<file path="config.mk">
export PLATFORM = sky130hd
export DESIGN_NAME = cmt_front
export DESIGN_NICKNAME = d
export VERILOG_FILES = /design/src/rtl/cmt_pkg.sv /design/src/rtl/cmt_front.sv
export SDC_FILE = /design/constraint.sdc
export NUM_CORES = 1
export LEC_CHECK = 0
export BUFFER_PORTS_ARGS = -buffer_cell sky130_fd_sc_hd__buf_4
export CORE_UTILIZATION = 55
export CTS_CLUSTER_SIZE = 14
export DETAILED_ROUTE_END_ITERATION = 8
export GPL_ROUTABILITY_DRIVEN = 0
export MAX_ROUTING_LAYER = met4
export PLACE_DENSITY = 0.86
export SLEW_MARGIN = 20
export SYNTH_ARGS = -nofsm -noshare
export SYNTH_HDL_FRONTEND = slang
export SYNTH_SLANG_ARGS = --single-unit
export TNS_END_PERCENT = 1
</file>
<file path="constraint.sdc">
create_clock -name i_clk -period 13.75 [get_ports i_clk]
set_clock_uncertainty 0.05 [all_clocks]
set_input_delay 2.75 -clock i_clk [delete_from_list [all_inputs] [get_ports i_clk]]
set_output_delay 2.75 -clock i_clk [all_outputs]
set_load 0.01 [all_outputs]
</file>
<file path="src/rtl/cmt_pkg.sv">
// shared types, constants and codes of the client mac table
`default_nettype none
package cmt_pkg;

    localparam int ENTRIES      = 64;
    localparam int IDX_W        = $clog2(ENTRIES);
    localparam int ADDR_W       = $clog2(ENTRIES + 1);
    localparam int CNT_W        = 7;
    localparam int MAC_W        = 48;
    localparam int IP_W         = 32;
    localparam int TIME_BITS    = 32;
    localparam int CFG_W        = 32;
    localparam int SWEEP_PERIOD = 30 * 1000;
    localparam logic [CFG_W-1:0] IDLE_RESET = CFG_W'(2 * SWEEP_PERIOD);

    // command codes
    localparam logic [2:0] CMD_ADD    = 3'd0;
    localparam logic [2:0] CMD_LOOKUP = 3'd1;
    localparam logic [2:0] CMD_SET    = 3'd2;
    localparam logic [2:0] CMD_TOUCH  = 3'd3;
    localparam logic [2:0] CMD_SWEEP  = 3'd4;
    localparam logic [2:0] CMD_CLEAR  = 3'd5;

    // outcome codes
    localparam logic [1:0] OUT_FOUND     = 2'd0;
    localparam logic [1:0] OUT_CREATED   = 2'd1;
    localparam logic [1:0] OUT_NOT_FOUND = 2'd2;
    localparam logic [1:0] OUT_FULL      = 2'd3;

    typedef enum logic [2:0] {
        OP_ADD, OP_LOOKUP, OP_SET, OP_TOUCH, OP_SWEEP, OP_CLEAR, OP_NONE
    } t_op;

    typedef enum logic [1:0] {
        B_IDLE, B_SCAN, B_FINISH
    } t_bstate;

    typedef struct packed {
        logic [2:0]           command;
        logic [MAC_W-1:0]     mac_address;
        logic [IP_W-1:0]      ipv4_address;
        logic                 new_status;
        logic [TIME_BITS-1:0] now;
    } t_in_item;

    typedef struct packed {
        logic [1:0]       outcome;
        logic             status;
        logic [IP_W-1:0]  ipv4_out;
        logic [CNT_W-1:0] removed_count;
        logic [CNT_W-1:0] entries_used;
    } t_out_item;

    typedef struct packed {
        t_op      op;
        t_in_item item;
    } t_job;

    typedef struct packed {
        logic [MAC_W-1:0]     mac;
        logic [IP_W-1:0]      ipv4;
        logic                 status;
        logic [TIME_BITS-1:0] last_active;
    } t_entry;

    localparam int ENTRY_W = $bits(t_entry);

endpackage
`default_nettype wire

</file>
<file path="src/rtl/cmt_front.sv">
// front end: accepts commands, classifies them and queues them for the back end
`default_nettype none
module cmt_front import cmt_pkg::*; (
    input  wire logic     i_clk,
    input  wire logic     i_rst_n,
    input  wire logic     i_push,
    input  wire t_in_item i_in,
    output logic          o_full,
    output logic          o_job_valid,
    output t_job          o_job,
    input  wire logic     i_job_take
);
    t_job       r_q [2];
    logic       r_wp, r_rp, n_wp, n_rp;
    logic [1:0] r_cnt, n_cnt;
    t_op        w_op;
    logic       w_wr, w_rd;

    // classify the command
    always_comb begin
        case (i_in.command)
            CMD_ADD:    w_op = OP_ADD;
            CMD_LOOKUP: w_op = OP_LOOKUP;
            CMD_SET:    w_op = OP_SET;
            CMD_TOUCH:  w_op = OP_TOUCH;
            CMD_SWEEP:  w_op = OP_SWEEP;
            CMD_CLEAR:  w_op = OP_CLEAR;
            default:    w_op = OP_NONE;
        endcase
    end

    // queue pointers
    always_comb begin
        o_full      = (r_cnt == 2'd2);
        o_job_valid = (r_cnt != 2'd0);
        o_job       = r_q[r_rp];
        w_wr        = i_push && !o_full;
        w_rd        = i_job_take && o_job_valid;
        n_wp        = r_wp ^ w_wr;
        n_rp        = r_rp ^ w_rd;
        n_cnt       = r_cnt + {1'b0, w_wr} - {1'b0, w_rd};
    end

    always_ff @(posedge i_clk) begin
        if (!i_rst_n) begin
            r_wp  <= 1'b0;
            r_rp  <= 1'b0;
            r_cnt <= 2'd0;
        end else begin
            r_wp  <= n_wp;
            r_rp  <= n_rp;
            r_cnt <= n_cnt;
        end
    end

    // queue storage
    always_ff @(posedge i_clk) begin
        if (w_wr) begin
            r_q[r_wp] <= '{op: w_op, item: i_in};
        end
    end
endmodule
`default_nettype wire

</file>
==> reports/results.ini, run 1 <==
[status]
status=finished, final reports clean

[global_route]
grt_max_degree=63
grt_antenna_before_repair=0
globalRoute.totalOverflow=0
grt_first_pass_wirelength_mm=23.49
groute.usage.overall_pct=19.29
first_global_vias=4656

[yosys]
synth_cell_types=17
seq_area_frac_synth_pct=81.08
syn_std_cell_area_um2=8939
ys_seq_elements=243
syn_nets=522
ys.warnings.count=0
synth.avg_cell_area_um2=22.46
synthCells=398

[floorplanning]
floorplan.initialDensity_pct=56.27
vertical_die_dimension_um=129.5
placement_rows=46
area_of_the_core_region_um2=15890
total_die_area_um2=16770
die_width_um=129.5
ios=241

[sta]
unrepaired_setup_endpoints_after_global_routing=false
timing.final.crit_share_pct=40.46
timing.final.hold_violations=0
max_slew.worst_pin.slew_ps=859.4
final-setup-viol-count=0
worst_slew_margin_rel_pct=42.71
setup_total_negative_slack_ps=0
period_needed_ps=5564
slew_violations=0
timing.fmax_mhz=179.7

[critical_path]
timing.critical_path.slowest_stage_cell=dfxtp_4
most_common_cell_on_crit_path=buf_4
crit_path_cell_trace=buf_4 -> mux2_2 -> buf_4
critical_path.max_fanout=60
cp.arrival_ps=2760
crit_path_max_incr_delay_ps=860
worst_setup_path_start_kind=register
worst_ep_required_time_ps=10950
timing.setup.critical_path_class=reg2out
cp-end-kind=primary output
worst-r2r-cell-count=4

[clock_tree]
cts_buffer_depth=3
tritoncts.num_buffers=24
cts_tree=built
postCtsSetupBuffers=0
clkSinkCount=243
cts.repair.resized=0
clock_latency_ps=500
cts-htree-levels=1
clock_tree.root_cell=clkbuf_16
path_clk_slew_ps=60
post_cts_hold_buffers=0

[routing]
postRouteAntennaNets=0
detail_route.first_pass.iterations=4
route.detailed.drc=0
dr.first_iter.drc_count=278
detail_route.wirelength_mm=16.49
via_count=4523
drt-wirelength-per-cell_um=18.67
vias_per_cell=5.122

[pwr]
leakage_nw=4.311
power_switching_share_pct=25.48
share_seq_of_total_power_pct=47.8
power.clock.fraction_pct=28.2
power_mw=2.063
p_int_mw=1.537
combinationalPowerShare_pct=24.0
max-vdd-ir-drop_v=0.0001167
pwr_density_cell_nw_per_um2=178.1
switchingPower_uw=525.6

[layout]
layout-area-overhead-vs-synth_pct=29.58
insertedDiodeCount=0
design.final.nets=776
layout-drive-gt1-share_pct=59.82
area.sequential_um2=7251
mostFrequentLayoutCell=buf_4
final_cell_mix=buf_4, edfxtp_1, mux2_2
fill_cells=971
total_area_of_multi_input_combinational_cells_um2=1524

[placed_design]
post-dp-hpwl_mm=10.84
io_buffers=240

[run]
maxCapViolations=0

[hold_path]
timing.hold.worst_path_depth=2
min-delay-path-class=reg2reg

-- power groups by stage --
stage	Clock (mW)	Combinational, mW	Sequential (mW)
after floorplan	0	0.300	0.984
after global placement	0	0.488	0.993
after detailed placement	0	0.499	1.00
after CTS	0.594	0.503	0.987
after global routing	0.622	0.528	0.996
final	0.582	0.496	0.986
-- synth_stat cells, drive strengths merged --
cell type	count	share of area, %
inv	3	0.13
a21boi	1	0.084
nor2b	2	0.14
nand2	2	0.084
clkbuf	13	1.8
mux2i	2	0.22
edfxtp	238	80
mux2	119	15
and2	2	0.14
buf	2	0.25
dfxtp	5	1.1
o21a	1	0.084
ha	4	0.56
or2	1	0.070
xnor3	1	0.25
nand2b	2	0.14
-- stage by stage --
stage | cells | util [%] | cell area, um^2 | setup slack, ps | hold WS [ps]
4_1_cts | 883 | 72.91 | 11580 | 8163 | 455.0
3_3_place_gp | 842 | 68.49 | 10880 | 8729 | 413.7
2_1_floorplan | 398 | - | 8939 | 7528 | 401.6
6_report | 883 | 72.91 | 11580 | 8186 | 458.0
5_1_grt | 883 | 72.91 | 11580 | 8038 | 483.4
3_5_place_dp | 842 | 68.49 | 10880 | 8694 | 448.6
-- per-layer routing --
layer	vias to the layer above	part of all wire [%]	track usage, %
met5	-	0	-
met4	0	2.4	6.977
met3	38	9.4	6.152
met2	193	50	32.01
met1	2212	38	22.08
li1	2080	-	-
-- critical path: cells and delay by family, from the launching register on --
kind	cells	cell delay [ps]
buf+inv	2	910
flops	1	860
mux	1	430
-- path summary, 6_finish.rpt --
check             slack, ps                    to                start
setup / recovery       8190             o_job[69]             register
hold / removal          460       r_rp$_SDFF_PN0_      r_rp$_SDFF_PN0_
setup reg to reg      11020  r_q[1][72]$_DFFE_PP_  r_cnt[0]$_SDFF_PN0_
hold reg to reg         460       r_rp$_SDFF_PN0_      r_rp$_SDFF_PN0_
-- sequential cells by signal, indices dropped and copies added, names as in the netlist, named ones only --
| register | count |
|---|---|
| r_rp | 1 |
| r_cnt | 2 |
| r_q | 238 |
| r_wp | 1 |
-- area by class of cell --
cell class | count | area share, %
inverter | 3 | 0.09722
multi-input combinational | 137 | 13.16
timing repair buffer | 243 | 15.75
tap | 216 | 2.333
clock buffer | 29 | 5.531
sequential | 243 | 62.60
clock inverter | 12 | 0.5293
-- logic make-up after synthesis --
group           count (synthesis)  share of synthesized area [%]
flops                         243                          81.08
mux                           121                          15.22
buf+inv                        18                          2.156
simple gates                    9                         0.5739
fa+ha+maj                       4                         0.5599
compound gates                  2                         0.1680
xor+xnor                        1                         0.2519
No activity file was read; power rests on OpenSTA's default activity.
==> inputs of run 2 (changes only) <==
ABC_AREA = 1   (was not set)
CORE_UTILIZATION = 47   (was 55)
PLACE_DENSITY = 0.78   (was 0.86)
clock period = 4.85 ns   (was 13.75 ns; I/O delays follow)
==> reports/results.ini, run 2 <==
[clock_tree]
cts.repair.resized=0
post_cts_hold_buffers=0
cts_buffer_depth=3
clkSinkCount=243
clock_latency_ps=490
cts_tree=built
cts-htree-levels=1
path_clk_slew_ps=60
clock_tree.root_cell=clkbuf_16
tritoncts.num_buffers=25
postCtsSetupBuffers=0

[yosys]
synthCells=410
synth_cell_types=14
syn_std_cell_area_um2=8936
synth_top_cells_by_area=edfxtp_1, mux2_2, clkbuf_8, dfxtp_1, ha_1
seq_area_frac_synth_pct=81.10
ys.warnings.count=0
yosysMostFrequentCell=edfxtp_1
ys_seq_elements=243
synth_largest_type_area_fraction_pct=79.98
syn_nets=534
ys_top_cells_by_count=edfxtp_1, mux2_2, clkbuf_8
synth_edf_count=238
ys_async_sr_fraction_pct=0
synth.avg_cell_area_um2=21.80
synth.largest_area_cell=edfxtp_1
dominantRegCellSynth=edfxtp_1

[routing]
route.detailed.drc=0
drt-wirelength-per-cell_um=17.40
vias_per_cell=4.917
detail_route.first_pass.iterations=6
via_count=4509
detail_route.wirelength_mm=15.96
postRouteAntennaNets=0
dr.first_iter.drc_count=249

[pwr]
leakage_nw=4.368
max-vdd-ir-drop_v=0.0003422
pwr_density_cell_nw_per_um2=531.1

[floorplanning]
die_width_um=139.9
area_of_the_core_region_um2=18640
total_die_area_um2=19570
ios=241
floorplan.initialDensity_pct=47.93
placement_rows=50
vertical_die_dimension_um=139.9

[sta]
slew_violations=0
setup_total_negative_slack_ps=0
final-setup-viol-count=0
timing.fmax_mhz=298.5
unrepaired_setup_endpoints_after_global_routing=false
timing.final.crit_share_pct=69.07
finalHoldWorstSlack_ps=476.3
timing.final.hold_violations=0
period_needed_ps=3350
worst_slew_margin_rel_pct=48.04
max_slew.worst_pin.slew_ps=779.4

[layout]
largest_reg_flops=238
leading_registers_by_flop_count=r_q x238, r_cnt x2
layout-area-overhead-vs-synth_pct=31.21
insertedDiodeCount=0
final_cell_mix=buf_4, edfxtp_1, mux2_2
design.final.nets=789
mostFrequentLayoutCell=buf_4
fill_cells=1355
top_register=r_q
layout-drive-gt1-share_pct=58.27

[critical_path]
cp.arrival_ps=2330
timing.setup.critical_path_class=reg2out
crit_path_cell_trace=buf_12 -> mux2_2 -> buf_4
timing.critical_path.slowest_stage_cell=dfxtp_4
crit_path_max_incr_delay_ps=810
cp-end-kind=primary output
worst_ep_required_time_ps=3830
critical-path-top-delay-family=flip-flops
worst_setup_path_start_kind=register
critPathBufInv=2
critical_path.max_fanout=67

[placed_design]
io_buffers=240
post-dp-hpwl_mm=10.42

[global_route]
grt_first_pass_wirelength_mm=24.54
groute.usage.overall_pct=16.62
grt_max_degree=68
globalRoute.totalOverflow=0
grt_antenna_before_repair=0
first_global_vias=4867

[hold_path]
min-delay-path-class=reg2reg

[status]
status=finished, final reports clean

[run]
maxCapViolations=0

[run 2: changes by cell type in the layout (fill, tap and decap cells not counted), sizes merged, moves of 2 or more]
cell	before	now
nor2	0	8
clkbuf	29	36
inv	3	10
clkinv	11	5
nand2	2	6
and2	2	0
bufinv	0	2
mux2i	2	0
nand2b	2	0
nand3	0	2
nor2b	2	0
[run 2: final cells by class]
cell class / instances / area [um^2] / share of cell area, %
well taps: 234 / 292.8 / 2.497
repair buffers: 243 / 1862 / 15.88
multi-input cells: 142 / 1495 / 12.75
clock buffers: 36 / 686.9 / 5.858
inverters: 10 / 37.54 / 0.3201
flip-flops and latches: 243 / 7251 / 61.84
clock inverters: 9 / 100.1 / 0.8537
[run 2: stage by stage]
stage          instance area, um^2  utilization (%)  worst slack [ps]  instances  total power [mW]
6_report                     11730            62.89              1500        917             6.228
5_1_grt                      11730            62.89              1363        917             6.512
4_1_cts                      11730            62.89              1455        917             6.312
3_5_place_dp                 10940            58.67              1950        872             4.492
3_3_place_gp                 10940            58.67              2006        872             4.437
2_1_floorplan                 8936                -             363.7        410             3.790
[run 2: final timing paths]
check / start / to / slack [ps] / cells after the start
max: register / o_job[8] / 1500 / 3
min: r_rp$_SDFF_PN0_ / register / 480 / 2
max reg2reg: r_cnt[1]$_SDFF_PN0_ / r_q[1][49]$_DFFE_PP_ / 2560 / 5
min reg2reg: r_rp$_SDFF_PN0_ / register / 480 / 2
[run 2: worst register-to-register path, stage by stage (launching register included)]
cell and delay, ps:
dfxtp_1 310, inv_1 110, o21ai_0 130, inv_1 170
ha_4 660, buf_12 440
[run 2: kinds of logic after synthesis]
kind of cell | count (synthesis) | synth area share [%]
AO/OA/AOI/OAI | 3 | 0.1959
adder cells (fa/ha/maj) | 4 | 0.5601
buffers and inverters | 25 | 2.450
flip-flops | 243 | 81.10
multiplexers | 119 | 15.00
AND/OR/NAND/NOR | 16 | 0.7001
[run 2: per-layer routing]
layer  track usage, %  part of all wire [%]  up-vias
met1            19.10                    39     2194
met3            4.577                   7.5       31
met4            4.974                   2.1        0
li1                 -                     -     2117
met5                -                     0        -
met2            28.39                    52      167
[run 2: power breakdown]
group / internal [mW] / switching [mW] / leakage (nW)
clock network: 1.09 / 0.716 / 0.374
logic: 0.825 / 0.743 / 1.73
registers: 2.73 / 0.128 / 2.27
total: 4.64 / 1.59 / 4.37
